===== src/rtl/dll_pkg.sv =====
// shared types and constants for the doubly linked list engine
// no dependencies; used by doubly_linked_list_engine and the testbench
package dll_pkg;

  localparam int DefCapacity = 32;
  localparam int LenW        = 6;

  // command codes
  localparam logic [2:0] CMD_INS_HEAD = 3'd0;
  localparam logic [2:0] CMD_INS_TAIL = 3'd1;
  localparam logic [2:0] CMD_INS_POS  = 3'd2;
  localparam logic [2:0] CMD_DEL_HEAD = 3'd3;
  localparam logic [2:0] CMD_DEL_TAIL = 3'd4;
  localparam logic [2:0] CMD_DEL_POS  = 3'd5;
  localparam logic [2:0] CMD_DUMP     = 3'd6;

  // status codes
  localparam logic [1:0] ST_OK     = 2'd0;
  localparam logic [1:0] ST_EMPTY  = 2'd1;
  localparam logic [1:0] ST_BADPOS = 2'd2;
  localparam logic [1:0] ST_FULL   = 2'd3;

  typedef struct packed {
    logic [2:0]         cmd;
    logic [7:0]         position;
    logic signed [31:0] value;
  } in_t;

  typedef struct packed {
    logic [1:0]         status;
    logic signed [31:0] element;
    logic [LenW-1:0]    length;
    logic               last;
  } out_t;

endpackage


===== src/rtl/dll_ram.sv =====
// single write port, single read port memory with registered read data
// no package dependencies; used for node values, links and the free stack
module dll_ram #(
  parameter int Width = 32,
  parameter int Depth = 32
) (
  input  logic                     clk_i,
  input  logic                     we_i,
  input  logic [$clog2(Depth)-1:0] waddr_i,
  input  logic [Width-1:0]         wdata_i,
  input  logic                     re_i,
  input  logic [$clog2(Depth)-1:0] raddr_i,
  output logic [Width-1:0]         rdata_o
);

  logic [Width-1:0] mem_q [Depth];
  logic [Width-1:0] rdata_q;

  always_ff @(posedge clk_i) begin
    if (we_i) begin
      mem_q[waddr_i] <= wdata_i;
    end
    if (re_i) begin
      rdata_q <= mem_q[raddr_i];
    end
  end

  assign rdata_o = rdata_q;

endmodule


===== src/rtl/doubly_linked_list_engine.sv =====
// doubly linked list engine: ordered list of signed values in a slot pool
// depends on dll_pkg and dll_ram
//
//   channel  direction  payload          transfer when
//   in       input      dll_pkg::in_t    in_valid_i  && !in_stall_o
//   out      output     dll_pkg::out_t   out_valid_o && !out_stall_i
//
// head/tail insert and delete show their result from S_RESP once the link updates are written
// positional commands walk the forward links one memory read per cycle
// up to the anchor element, then update the links around it
// dump gives one result per cycle while out_stall_i is low, from the forward-link/value read port pair
// reset is immediate: the free stack uses a high-water mark, no clearing pass
// in_stall_o stays high while a command is in flight; a stalled result holds
module doubly_linked_list_engine #(
  parameter int CAPACITY = dll_pkg::DefCapacity
) (
  input  logic          clk_i,
  input  logic          rst_ni,
  input  logic          in_valid_i,
  output logic          in_stall_o,
  input  dll_pkg::in_t  in_data_i,
  output logic          out_valid_o,
  input  logic          out_stall_i,
  output dll_pkg::out_t out_data_o
);

  localparam int SW  = $clog2(CAPACITY);     // slot index
  localparam int LKW = SW + 1;               // link, holds the null marker
  localparam int CW  = $clog2(CAPACITY + 1); // element count
  localparam int KW  = (CW > 8) ? CW : 8;    // position clamp arithmetic
  localparam logic [LKW-1:0] NULL_LINK = LKW'(CAPACITY);

  typedef enum logic [3:0] {
    S_IDLE, S_ALLOC, S_HEAD2, S_WALK, S_AFTER, S_INS2, S_DEL_WR, S_DUMP_OUT, S_RESP
  } state_e;

  state_e state_q, state_d;

  // list bookkeeping
  logic [LKW-1:0] head_q, head_d, tail_q, tail_d;
  logic [CW-1:0]  cnt_q, cnt_d;
  logic [CW-1:0]  hwm_q, hwm_d; // entries at or above this are unwritten, a pop there yields the count

  // command context
  logic [2:0]         cmd_q, cmd_d;
  logic [7:0]         pos_q, pos_d;
  logic signed [31:0] val_q, val_d;
  logic [CW-1:0]      k_q, k_d, i_q, i_d, dk_q, dk_d;
  logic [LKW-1:0]     cur_q, cur_d, nx_q, nx_d;
  logic [SW-1:0]      n_q, n_d, s_q, s_d;
  logic               pend_q, pend_d, byp_q, byp_d;
  logic [1:0]         res_q, res_d;

  // output register
  logic          out_valid_q, out_valid_d;
  dll_pkg::out_t out_q, out_d;

  // memory ports
  logic            val_we, val_re, fwd_we, fwd_re, bwd_we, bwd_re, free_we, free_re;
  logic [SW-1:0]   val_wa, val_ra, fwd_wa, fwd_ra, bwd_wa, bwd_ra, free_wa, free_ra;
  logic [31:0]     val_wd, val_rd;
  logic [LKW-1:0]  fwd_wd, fwd_rd, bwd_wd, bwd_rd;
  logic [SW-1:0]   free_wd, free_rd;

  dll_ram #(.Width(32), .Depth(CAPACITY)) u_val (
    .clk_i, .we_i(val_we), .waddr_i(val_wa), .wdata_i(val_wd),
    .re_i(val_re), .raddr_i(val_ra), .rdata_o(val_rd)
  );
  dll_ram #(.Width(LKW), .Depth(CAPACITY)) u_fwd (
    .clk_i, .we_i(fwd_we), .waddr_i(fwd_wa), .wdata_i(fwd_wd),
    .re_i(fwd_re), .raddr_i(fwd_ra), .rdata_o(fwd_rd)
  );
  dll_ram #(.Width(LKW), .Depth(CAPACITY)) u_bwd (
    .clk_i, .we_i(bwd_we), .waddr_i(bwd_wa), .wdata_i(bwd_wd),
    .re_i(bwd_re), .raddr_i(bwd_ra), .rdata_o(bwd_rd)
  );
  dll_ram #(.Width(SW), .Depth(CAPACITY)) u_free (
    .clk_i, .we_i(free_we), .waddr_i(free_wa), .wdata_i(free_wd),
    .re_i(free_re), .raddr_i(free_ra), .rdata_o(free_rd)
  );

  logic [LKW-1:0] cur_eff;
  logic [KW-1:0]  kpos;
  logic [SW-1:0]  n_new;
  logic           out_free;
  logic           head_ins, head_del, dump_last;

  always_comb begin
    state_d     = state_q;
    head_d      = head_q;
    tail_d      = tail_q;
    cnt_d       = cnt_q;
    hwm_d       = hwm_q;
    cmd_d       = cmd_q;
    pos_d       = pos_q;
    val_d       = val_q;
    k_d         = k_q;
    i_d         = i_q;
    dk_d        = dk_q;
    cur_d       = cur_q;
    nx_d        = nx_q;
    n_d         = n_q;
    s_d         = s_q;
    pend_d      = pend_q;
    byp_d       = byp_q;
    res_d       = res_q;
    out_valid_d = out_valid_q;
    out_d       = out_q;
    val_we = 1'b0; val_re = 1'b0; fwd_we = 1'b0; fwd_re = 1'b0;
    bwd_we = 1'b0; bwd_re = 1'b0; free_we = 1'b0; free_re = 1'b0;
    val_wa = '0; val_ra = '0; fwd_wa = '0; fwd_ra = '0;
    bwd_wa = '0; bwd_ra = '0; free_wa = '0; free_ra = '0;
    val_wd = '0; fwd_wd = '0; bwd_wd = '0; free_wd = '0;

    // walk position: chained reads take the link straight from the memory
    cur_eff  = pend_q ? fwd_rd : cur_q;
    out_free = !out_valid_q || !out_stall_i;
    if (out_valid_q && !out_stall_i) begin
      out_valid_d = 1'b0;
    end

    // anchor index clamp(position-1, 1, length)
    kpos = (in_data_i.position >= 8'd2) ? (KW'(in_data_i.position) - KW'(1)) : KW'(1);
    if (kpos > KW'(cnt_q)) begin
      kpos = KW'(cnt_q);
    end

    head_ins  = (cmd_q == dll_pkg::CMD_INS_HEAD) ||
                ((cmd_q == dll_pkg::CMD_INS_POS) && (pos_q == 8'd1));
    head_del  = (in_data_i.cmd == dll_pkg::CMD_DEL_HEAD) ||
                ((in_data_i.cmd == dll_pkg::CMD_DEL_POS) && (in_data_i.position == 8'd1));
    n_new     = byp_q ? SW'(cnt_q) : free_rd;
    dump_last = ((dk_q + CW'(1)) == cnt_q);

    case (state_q)
      S_IDLE: begin
        if (in_valid_i) begin
          cmd_d  = in_data_i.cmd;
          pos_d  = in_data_i.position;
          val_d  = in_data_i.value;
          k_d    = CW'(kpos);
          i_d    = CW'(1);
          cur_d  = head_q;
          pend_d = 1'b0;
          res_d  = dll_pkg::ST_OK;
          if (in_data_i.cmd <= dll_pkg::CMD_INS_POS) begin
            if (cnt_q == CW'(CAPACITY)) begin
              res_d   = dll_pkg::ST_FULL;
              state_d = S_RESP;
            end else begin
              // pop the free stack
              free_re = 1'b1;
              free_ra = SW'(cnt_q);
              byp_d   = (cnt_q >= hwm_q);
              state_d = S_ALLOC;
            end
          end else if (in_data_i.cmd <= dll_pkg::CMD_DEL_POS) begin
            if (cnt_q == '0) begin
              res_d   = dll_pkg::ST_EMPTY;
              state_d = S_RESP;
            end else if (head_del || (in_data_i.cmd == dll_pkg::CMD_DEL_TAIL)) begin
              s_d     = head_del ? SW'(head_q) : SW'(tail_q);
              fwd_re  = 1'b1;
              bwd_re  = 1'b1;
              fwd_ra  = s_d;
              bwd_ra  = s_d;
              state_d = S_DEL_WR;
            end else begin
              state_d = S_WALK;
            end
          end else if (in_data_i.cmd == dll_pkg::CMD_DUMP) begin
            if (cnt_q == '0) begin
              res_d   = dll_pkg::ST_EMPTY;
              state_d = S_RESP;
            end else begin
              val_re  = 1'b1;
              fwd_re  = 1'b1;
              val_ra  = SW'(head_q);
              fwd_ra  = SW'(head_q);
              dk_d    = '0;
              state_d = S_DUMP_OUT;
            end
          end else begin
            state_d = S_RESP;
          end
        end
      end

      S_ALLOC: begin
        n_d   = n_new;
        cnt_d = cnt_q + CW'(1);
        if (cnt_q >= hwm_q) begin
          hwm_d = cnt_q + CW'(1);
        end
        if (cnt_q == '0) begin
          // only element
          val_we  = 1'b1; val_wa = n_new; val_wd = val_q;
          fwd_we  = 1'b1; fwd_wa = n_new; fwd_wd = NULL_LINK;
          bwd_we  = 1'b1; bwd_wa = n_new; bwd_wd = NULL_LINK;
          head_d  = LKW'(n_new);
          tail_d  = LKW'(n_new);
          state_d = S_RESP;
        end else if (head_ins) begin
          val_we  = 1'b1; val_wa = n_new; val_wd = val_q;
          fwd_we  = 1'b1; fwd_wa = n_new; fwd_wd = head_q;
          bwd_we  = 1'b1; bwd_wa = n_new; bwd_wd = NULL_LINK;
          state_d = S_HEAD2;
        end else if (cmd_q == dll_pkg::CMD_INS_TAIL) begin
          // anchor is the tail, no walk steps
          cur_d   = tail_q;
          k_d     = CW'(1);
          i_d     = CW'(1);
          state_d = S_WALK;
        end else begin
          state_d = S_WALK;
        end
      end

      S_HEAD2: begin
        bwd_we  = 1'b1;
        bwd_wa  = SW'(head_q);
        bwd_wd  = LKW'(n_q);
        head_d  = LKW'(n_q);
        state_d = S_RESP;
      end

      S_WALK: begin
        fwd_re = 1'b1;
        fwd_ra = SW'(cur_eff);
        if (i_q < k_q) begin
          pend_d = 1'b1;
          i_d    = i_q + CW'(1);
        end else begin
          // anchor found, its forward link arrives next cycle
          cur_d   = cur_eff;
          pend_d  = 1'b0;
          state_d = S_AFTER;
        end
      end

      S_AFTER: begin
        if (cmd_q <= dll_pkg::CMD_INS_POS) begin
          val_we  = 1'b1; val_wa = n_q; val_wd = val_q;
          fwd_we  = 1'b1; fwd_wa = n_q; fwd_wd = fwd_rd;
          bwd_we  = 1'b1; bwd_wa = n_q; bwd_wd = cur_q;
          nx_d    = fwd_rd;
          state_d = S_INS2;
        end else if (fwd_rd >= NULL_LINK) begin
          res_d   = dll_pkg::ST_BADPOS;
          state_d = S_RESP;
        end else begin
          s_d     = SW'(fwd_rd);
          fwd_re  = 1'b1;
          bwd_re  = 1'b1;
          fwd_ra  = SW'(fwd_rd);
          bwd_ra  = SW'(fwd_rd);
          state_d = S_DEL_WR;
        end
      end

      S_INS2: begin
        fwd_we = 1'b1;
        fwd_wa = SW'(cur_q);
        fwd_wd = LKW'(n_q);
        if (nx_q < NULL_LINK) begin
          bwd_we = 1'b1;
          bwd_wa = SW'(nx_q);
          bwd_wd = LKW'(n_q);
        end else begin
          tail_d = LKW'(n_q);
        end
        state_d = S_RESP;
      end

      S_DEL_WR: begin
        // bridge the neighbors and push the slot back on the free stack
        if (bwd_rd < NULL_LINK) begin
          fwd_we = 1'b1;
          fwd_wa = SW'(bwd_rd);
          fwd_wd = fwd_rd;
        end else begin
          head_d = fwd_rd;
        end
        if (fwd_rd < NULL_LINK) begin
          bwd_we = 1'b1;
          bwd_wa = SW'(fwd_rd);
          bwd_wd = bwd_rd;
        end else begin
          tail_d = bwd_rd;
        end
        cnt_d   = cnt_q - CW'(1);
        free_we = 1'b1;
        free_wa = SW'(cnt_q - CW'(1));
        free_wd = s_q;
        state_d = S_RESP;
      end

      S_DUMP_OUT: begin
        if (out_free) begin
          out_valid_d     = 1'b1;
          out_d.status    = dll_pkg::ST_OK;
          out_d.element   = val_rd;
          out_d.length    = dll_pkg::LenW'(cnt_q);
          out_d.last      = dump_last;
          if (dump_last) begin
            state_d = S_IDLE;
          end else begin
            dk_d   = dk_q + CW'(1);
            val_re = 1'b1;
            fwd_re = 1'b1;
            val_ra = SW'(fwd_rd);
            fwd_ra = SW'(fwd_rd);
          end
        end
      end

      S_RESP: begin
        if (out_free) begin
          out_valid_d   = 1'b1;
          out_d.status  = res_q;
          out_d.element = '0;
          out_d.length  = dll_pkg::LenW'(cnt_q);
          out_d.last    = 1'b1;
          state_d       = S_IDLE;
        end
      end

      default: state_d = S_IDLE;
    endcase
  end

  always_ff @(posedge clk_i or negedge rst_ni) begin
    if (!rst_ni) begin
      state_q     <= S_IDLE;
      head_q      <= NULL_LINK;
      tail_q      <= NULL_LINK;
      cnt_q       <= '0;
      hwm_q       <= '0;
      out_valid_q <= 1'b0;
      cmd_q       <= '0;
      pos_q       <= '0;
      val_q       <= '0;
      k_q         <= '0;
      i_q         <= '0;
      dk_q        <= '0;
      cur_q       <= '0;
      nx_q        <= '0;
      n_q         <= '0;
      s_q         <= '0;
      pend_q      <= 1'b0;
      byp_q       <= 1'b0;
      res_q       <= '0;
      out_q       <= '0;
    end else begin
      state_q     <= state_d;
      head_q      <= head_d;
      tail_q      <= tail_d;
      cnt_q       <= cnt_d;
      hwm_q       <= hwm_d;
      out_valid_q <= out_valid_d;
      cmd_q       <= cmd_d;
      pos_q       <= pos_d;
      val_q       <= val_d;
      k_q         <= k_d;
      i_q         <= i_d;
      dk_q        <= dk_d;
      cur_q       <= cur_d;
      nx_q        <= nx_d;
      n_q         <= n_d;
      s_q         <= s_d;
      pend_q      <= pend_d;
      byp_q       <= byp_d;
      res_q       <= res_d;
      out_q       <= out_d;
    end
  end

  assign in_stall_o  = (state_q != S_IDLE);
  assign out_valid_o = out_valid_q;
  assign out_data_o  = out_q;

  // count never exceeds the pool
  a_cnt_bound: assert property (@(posedge clk_i) disable iff (!rst_ni)
    cnt_q <= CW'(CAPACITY))
    else $error("element count beyond capacity");

  // the high-water mark never falls below the count
  a_hwm: assert property (@(posedge clk_i) disable iff (!rst_ni)
    hwm_q >= cnt_q)
    else $error("high-water mark below count");

  // empty list and null head agree between commands
  a_head_empty: assert property (@(posedge clk_i) disable iff (!rst_ni)
    (state_q == S_IDLE) |-> ((head_q == NULL_LINK) == (cnt_q == '0)))
    else $error("head and count disagree");

  // head and tail are null together between commands
  a_tail_head: assert property (@(posedge clk_i) disable iff (!rst_ni)
    (state_q == S_IDLE) |-> ((head_q == NULL_LINK) == (tail_q == NULL_LINK)))
    else $error("head and tail disagree");

endmodule


===== config.mk =====
export PLATFORM = sky130hd
export DESIGN_NAME = doubly_linked_list_engine
export DESIGN_NICKNAME = d
export VERILOG_FILES = /design/src/rtl/dll_pkg.sv /design/src/rtl/dll_ram.sv /design/src/rtl/doubly_linked_list_engine.sv
export SDC_FILE = /design/constraint.sdc
export NUM_CORES = 2
export LEC_CHECK = 0
export BUFFER_PORTS_ARGS = -buffer_cell sky130_fd_sc_hd__clkbuf_2
export CORE_MARGIN = 8
export CORE_UTILIZATION = 57
export CTS_CLUSTER_DIAMETER = 150
export DETAILED_ROUTE_END_ITERATION = 10
export PLACE_DENSITY = 0.73
export SYNTH_ARGS = -nofsm -noshare
export SYNTH_HDL_FRONTEND = slang
export SYNTH_SLANG_ARGS = --single-unit

===== constraint.sdc =====
create_clock -name clk_i -period 4.9 [get_ports clk_i]
set_clock_uncertainty 0.1 [all_clocks]
set_input_delay 0.98 -clock clk_i [delete_from_list [all_inputs] [get_ports clk_i]]
set_output_delay 0.98 -clock clk_i [all_outputs]
set_load 0.005 [all_outputs]

# == Word-level counts from Yosys, hierarchy flattened ==
# Memories as Yosys holds them, arrays and structs flattened. A register that Yosys moved wholly into a read port is not among the register bits.
# Index checks and enable logic that the tools add are counted.
# classes
addsub,5
n_lt_le_gt_ge,11
eq_ne,42
muxes,169
n_bitwise,1
reduce_logical,40
# ops
cell,n
2-to-1 mux 5 bit,39
2-to-1 mux 6 bit,32
2-to-1 mux 32 bit,3
2-to-1 mux 41 bit,2
one-hot mux 41 bit (2 select lines),1
one-hot mux 6 bit (3 select lines),4
one-hot mux 32 bit (2 select lines),1
2-to-1 mux 4 bit,14
"inequality test 2 bit, second input constant",24
2-to-1 mux 1 bit,45
one-hot mux 5 bit (2 select lines),4
one-hot mux 5 bit (4 select lines),2
one-hot mux 6 bit (2 select lines),3
one-hot mux 6 bit (5 select lines),1
one-hot mux 4 bit (7 select lines),1
one-hot mux 5 bit (5 select lines),1
one-hot mux 6 bit (4 select lines),1
"adder 6 x 1 -> 6 bit, second input constant",3
"< comparator 6 bit, second input constant",3
"equality test 4 x 3 -> 1 bit, second input constant",4
"equality test 8 x 1 -> 1 bit, second input constant",2
AND reduction 8 bit,2
AND reduction 4 bit,3
AND reduction 6 bit,2
other kinds (40),71
# word_totals
regBits,157
mem_bits_rw,1568
in_bits,47
output_inout_bits,43
wordCells,296
memories,4
# memory_table
name,words,width,read_ports,rd_ports_with_merged_regs,wr,line,source
u_val.mem_q,32,32,1,1,1,dll_ram.sv:16,logic [Width-1:0] mem_q [Depth];
u_bwd.mem_q,32,6,1,1,1,dll_ram.sv:16,
u_fwd.mem_q,32,6,1,1,1,dll_ram.sv:16,
u_free.mem_q,32,5,1,1,1,dll_ram.sv:16,

# == Logic depth before layout (Yosys ltp) ==
# logic_depth
ltp_word,10
mapped_depth,19
depth_no_buf,15

# == Modules after synthesis ==
# Synthesis repeated with hierarchy kept, for this count alone.
# hier_totals
hier_cells,4220
hier_area_um2,71426.0
# by_module_without_submodules
module,instances,cells_each,area_per_inst_um2,seq_area_each_um2
dll_ram (u_val),1,2260,40812.9,31710.4
dll_ram (u_bwd ...),2,323,7649.8,5945.7
doubly_linked_list_engine,1,1037,8918.6,3931.3
dll_ram (u_free),1,277,6394.9,4954.8

# == Worst setup path after synthesis ==
# OpenSTA, ideal clock, no wires.
# synth_path
path_type,register to register
startpoint,register cnt_q[0]
endpoint,"memory u_val.mem_q[12][0], enable pin"
setup_ps,421
arrival_time_ps,4592
t_required_ps,4379
slack_ps,-213
path_stages_with_launch,17
path_buffers,7
synth_period_minus_slack_ps,5113
cell_sequence,dfrtp_1 clkbuf_1 inv_1 clkbuf_1 clkbuf_1 ha_1 nor2b_1 clkbuf_1 and2_1 clkbuf_1 o21a_1 or2_2 clkbuf_1 nor2b_1 nand2b_1 clkbuf_1 nor2_1
# synth_between
elab_chain_len,5
elab_cells_between_ends,9
cone_classes,mux: 8; reduce/logical: 1
# synth_lines
item,line,source
from (decl),doubly_linked_list_engine.sv:41,"logic [CW-1:0] cnt_q, cnt_d;"
from (signal assigned),doubly_linked_list_engine.sv:358,cnt_q <= cnt_d;
logical NOT 6 bit,doubly_linked_list_engine.sv:195,if (cnt_q == '0) begin
2-to-1 mux 1 bit,doubly_linked_list_engine.sv:195,
one-hot mux 1 bit (2 select lines),doubly_linked_list_engine.sv:135,case (state_q)
2-to-1 mux 1 bit,dll_ram.sv:20,if (we_i) begin
2-to-1 mux 1 bit (not written as such),dll_ram.sv:21,mem_q[waddr_i] <= wdata_i;
to (decl),dll_ram.sv:16,
# Several ways; a longest one is shown, not always the timed one.

# == Worst setup path in the final report ==
# layout_path
startpoint,register dk_q[0]
endpoint,"register u_fwd.rdata_q[4], in the netlist u_fwd.rdata_o[4], read port of u_fwd.mem_q (data pin)"
# layout_between
elab_chain_len,5
elab_cells_between_ends,8
cone_classes,add/sub: 1; eq/ne: 1; mux: 6
# layout_lines
item,line,source
from (decl),doubly_linked_list_engine.sv:48,"logic [CW-1:0] k_q, k_d, i_q, i_d, dk_q, dk_d;"
from (signal assigned),doubly_linked_list_engine.sv:366,dk_q <= dk_d;
adder 6 x 1 -> 6 bit (*),doubly_linked_list_engine.sv:133,dump_last = ((dk_q + CW'(1)) == cnt_q);
equality test 6 bit (*),doubly_linked_list_engine.sv:133,
2-to-1 mux 5 bit / 2-to-1 mux 1 bit (equally long branches),doubly_linked_list_engine.sv:305,if (dump_last) begin
2-to-1 mux 5 bit / 2-to-1 mux 1 bit (equally long branches),doubly_linked_list_engine.sv:299,if (out_free) begin
one-hot mux 5 bit (4 select lines) / one-hot mux 1 bit (4 select lines) (equally long branches),doubly_linked_list_engine.sv:135,
to (decl),dll_ram.sv:17,logic [Width-1:0] rdata_q;
# Every way passes the cells marked *; elsewhere a longest branch is shown, timed or not.
# A chain may end at the register's enable or synchronous reset.

==> results.sh <==
export IMPL_p_total_mw=40.95
export IMPL_pwr_share_clk_pct=31.9
export IMPL_num_vias=47900
export IMPL_wl_mm=192.4
export IMPL_place_inst=7238
export IMPL_die_h_um=373.5
export IMPL_slew_viol_final=0
export IMPL_drc=0
export IMPL_yosys_area_top_type="edfxtp_1"
export IMPL_synth_top_family_by_area="simple AND/OR/NAND/NOR gates"
export IMPL_seq_power_share_pct=47.3
export IMPL_synth_fp_nets=5716
export IMPL_viasPerCell=6.332
export IMPL_htree_levels=4
export IMPL_netSwitchingPower_mw=12.33
export IMPL_placedInstanceArea_um2=76310
export IMPL_arrival_ns=5.00
export IMPL_gp_congestion=0.9266
export IMPL_wl_per_cell_um=25.44
export IMPL_antenna_found_initial=0
export IMPL_grt_pass1_vias=45870
export IMPL_ys_ff_latch=1774
export IMPL_syn2layout_area_growth_pct=12.41
export IMPL_fmax_mhz=216.8
export IMPL_syn_inst=5645
export IMPL_yosys_area_share_simple_pct=16.19
export IMPL_dieArea_um2=139500
export IMPL_fillers=8946
export IMPL_cts_tree="built"
export IMPL_synth_cell_type_count=88
export IMPL_num_rows=131
export IMPL_holdWs_ns=0.1496
export IMPL_worstSetupStartpoint="dk_q[0]"
export IMPL_grt_remaining_overflow=0
export IMPL_first_pass_iters=7
export IMPL_worst_slack_ns=0.2883
export IMPL_io_pins=90
export IMPL_ir_drop_v=0.0003242
export IMPL_grtUsageTotal_pct=26.77
export IMPL_clk_pin_slew_worst_paths_ns=0.06
export IMPL_worst_setup_path_start_kind="flop"
export IMPL_synthMuxAreaShare_pct=3.002
export IMPL_cap_violations=0
export IMPL_synth_top_area_share_pct=66.65
export IMPL_clk_latency_ns=0.81
export IMPL_finalSetupViolCount=0
export IMPL_seq_area_um2=52490
export IMPL_synth_adder_area_share_pct=0.4122
export IMPL_timing_rr_end="u_fwd.rdata_o[4]"
export IMPL_p_leak_nw=29.13
export IMPL_postCtsSetupRepairBufs=0
export IMPL_required_ns=5.29
export IMPL_drive_gt1_share_pct=11.59
export IMPL_hold_path_class="in2async"
export IMPL_clk_root_buffer_cell="clkbuf_16"
export IMPL_grt_pass1_wl_mm=286.9
export IMPL_p_comb_share_pct=20.8
export IMPL_relSlewSlack_pct=18.63
export IMPL_dp_hpwl_mm=113.5
export IMPL_stdcell_area_um2=81890
export IMPL_avgSynthCellArea_um2=12.91
export IMPL_grt_max_degree=117
export IMPL_outcome="finished, final reports clean"
export IMPL_fp_dieW_um=373.5
export IMPL_tightest_slew_ns=1.220
export IMPL_final_nets=5823
export IMPL_syn_area_um2=72850
export IMPL_ant_nets=0
export IMPL_start_util_pct=57.28
export IMPL_criticalPathCategory="reg2reg"
export IMPL_r2r_start="dk_q[0]"
export IMPL_rsz0062_at_grt="false"
export IMPL_min_period_ns=4.612
export IMPL_seq_area_frac_synth_pct=72.05
export IMPL_design_core_area_um2=127200
export IMPL_p_per_area_nw_per_um2=500.1
export IMPL_power_internal_mw=28.63
export IMPL_fin_setup_tns_ns=0
export IMPL_synth_compound_area_share_pct=5.762
export IMPL_drtIter0Drc=6572
export IMPL_hold_violations=0
export IMPL_final_cells=7564
export IMPL_multi_input_area_um2=19120
export IMPL_fin_util_pct=64.39
export IMPL_r2r_cells=11
export IMPL_ys_warn_count=0
export IMPL_crit_path_max_fanout=21
export IMPL_clockBufferDepth=3
export IMPL_ys_async_sr_fraction_pct=8.850
export IMPL_synthFlopType="edfxtp_1"
export IMPL_synth_edff_count=1617
export IMPL_swShare_pct=30.10
export IMPL_synth_area_leaders="edfxtp_1, nand2_1, dfrtp_1"
export IMPL_cts_num_sinks=1774
export IMPL_r2r_setup_slack_ns=0.29
export IMPL_portBuffers=89
export IMPL_synth_xor_area_share_pct=0.3366
export IMPL_numCtsBuffers=174
export IMPL_cts_hold_buf=0
export IMPL_min_period_over_period_pct=94.12
export IMPL_cts_resized=0
export IMPL_cp_end_kind="flop"
export IMPL_post_place_ws_ns=-0.1024
[critical path, stage by stage, from the launching register on]
cell	delay, ns
dfrtp_1	0.45
ha_1	0.28
xnor2_1	0.20
xnor2_1	0.14
o41ai_1	0.68
nand3_4	0.52
or3_1	0.67
buf_4	0.28
nand2_2	0.14
a21oi_1	0.05
a2111oi_0	0.67
a221oi_1	0.11
[state kept, by name, indices dropped and copies added, names as in the netlist, 8 cells and up]
name / count
out_data_o: 41
pos_q: 8
u_bwd.mem_q: 192
u_free.mem_q: 160
u_fwd.mem_q: 192
u_val.mem_q: 1024
u_val.rdata_o: 32
val_q: 32
[Yosys cell counts, drive strengths merged, types with 35 or more instances]
master and count:
nand2 1365, and3 109, a22o 39, inv 41
nor3 47, a21oi 49, mux2i 119, buf 91
nand3 650, a221oi 41, o211ai 50, edfxtp 1617
dfrtp 155, nor2b 72, a31oi 42, o21ai 143
mux2 35, a211oi 70, clkbuf 273, and2 43
nor2 237
[cell families (layout without fill, tap and decap cells)]
logic type / Yosys count / after routing
flops: 1774 / 1774
xor+xnor: 28 / 28
other cells: 0 / 1
compound gates: 594 / 594
simple gates: 2640 / 2640
buf+inv: 405 / 661
mux: 180 / 180
fa+ha+maj: 24 / 24
[cell usage in the layout, fill, tap and decap left out, types with 12 or more instances in the layout]
| master | instances |
|---|---|
| mux4_2 | 25 |
| clkbuf_1 | 48 |
| clkbuf_16 | 179 |
| o21ai_0 | 139 |
| and2_1 | 38 |
| and4_1 | 23 |
| and3_1 | 107 |
| a21oi_1 | 48 |
| a21o_1 | 12 |
| a22o_1 | 38 |
| edfxtp_1 | 1617 |
| clkbuf_2 | 88 |
| nand2_1 | 1362 |
| nor2b_1 | 72 |
| o2111ai_1 | 15 |
| ha_1 | 24 |
| nand2b_1 | 12 |
| or3_1 | 30 |
| nand4_1 | 18 |
| xnor2_1 | 20 |
| nor3_1 | 44 |
| nor2_4 | 34 |
| mux2_2 | 35 |
| clkinv_1 | 33 |
| a311oi_1 | 31 |
| mux2i_1 | 118 |
| buf_12 | 37 |
| a221oi_1 | 40 |
| inv_1 | 38 |
| a211oi_1 | 69 |
| nor2_1 | 202 |
| o211ai_1 | 50 |
| a31oi_1 | 42 |
| dfrtp_1 | 154 |
| nand3_1 | 647 |
| buf_4 | 169 |
| clkinv_2 | 27 |
[how the worst max path moves through the flow]
stage | end
after floorplan | u_val.mem_q[0][0]
after global routing | u_fwd.rdata_o[4]
after detailed placement | u_fwd.rdata_o[4]
after CTS | u_fwd.rdata_o[4]
final | u_fwd.rdata_o[4]
after global placement | u_fwd.rdata_o[4]
[per-layer routing]
metal | track usage [%] | wire [um]
met5 | 0 | 0
met4 | 9.278 | 6700
met3 | 5.843 | 20010
met2 | 41.51 | 89050
met1 | 37.82 | 76650
[area by class of cell]
type                    count  share of cell area [%]
well taps                1662                   2.539
inverters                  41                  0.1879
multi-input cells        3466                   23.35
repair buffers            295                   3.008
flip-flops and latches   1774                   64.09
clock inverters            91                   1.019
diodes                      1                0.003056
clock buffers             234                   5.800
[power groups by stage]
stage          registers [mW]  logic [mW]  clock network [mW]
2_1_floorplan            19.2        5.39                   0
3_3_place_gp             19.6        8.21                   0
3_5_place_dp             19.6        8.40                   0
4_1_cts                  19.3        8.45                13.2
5_1_grt                  19.4        9.24                13.7
6_report                 19.4        8.54                13.1
Note: power is estimated with default switching activity, not from simulation.
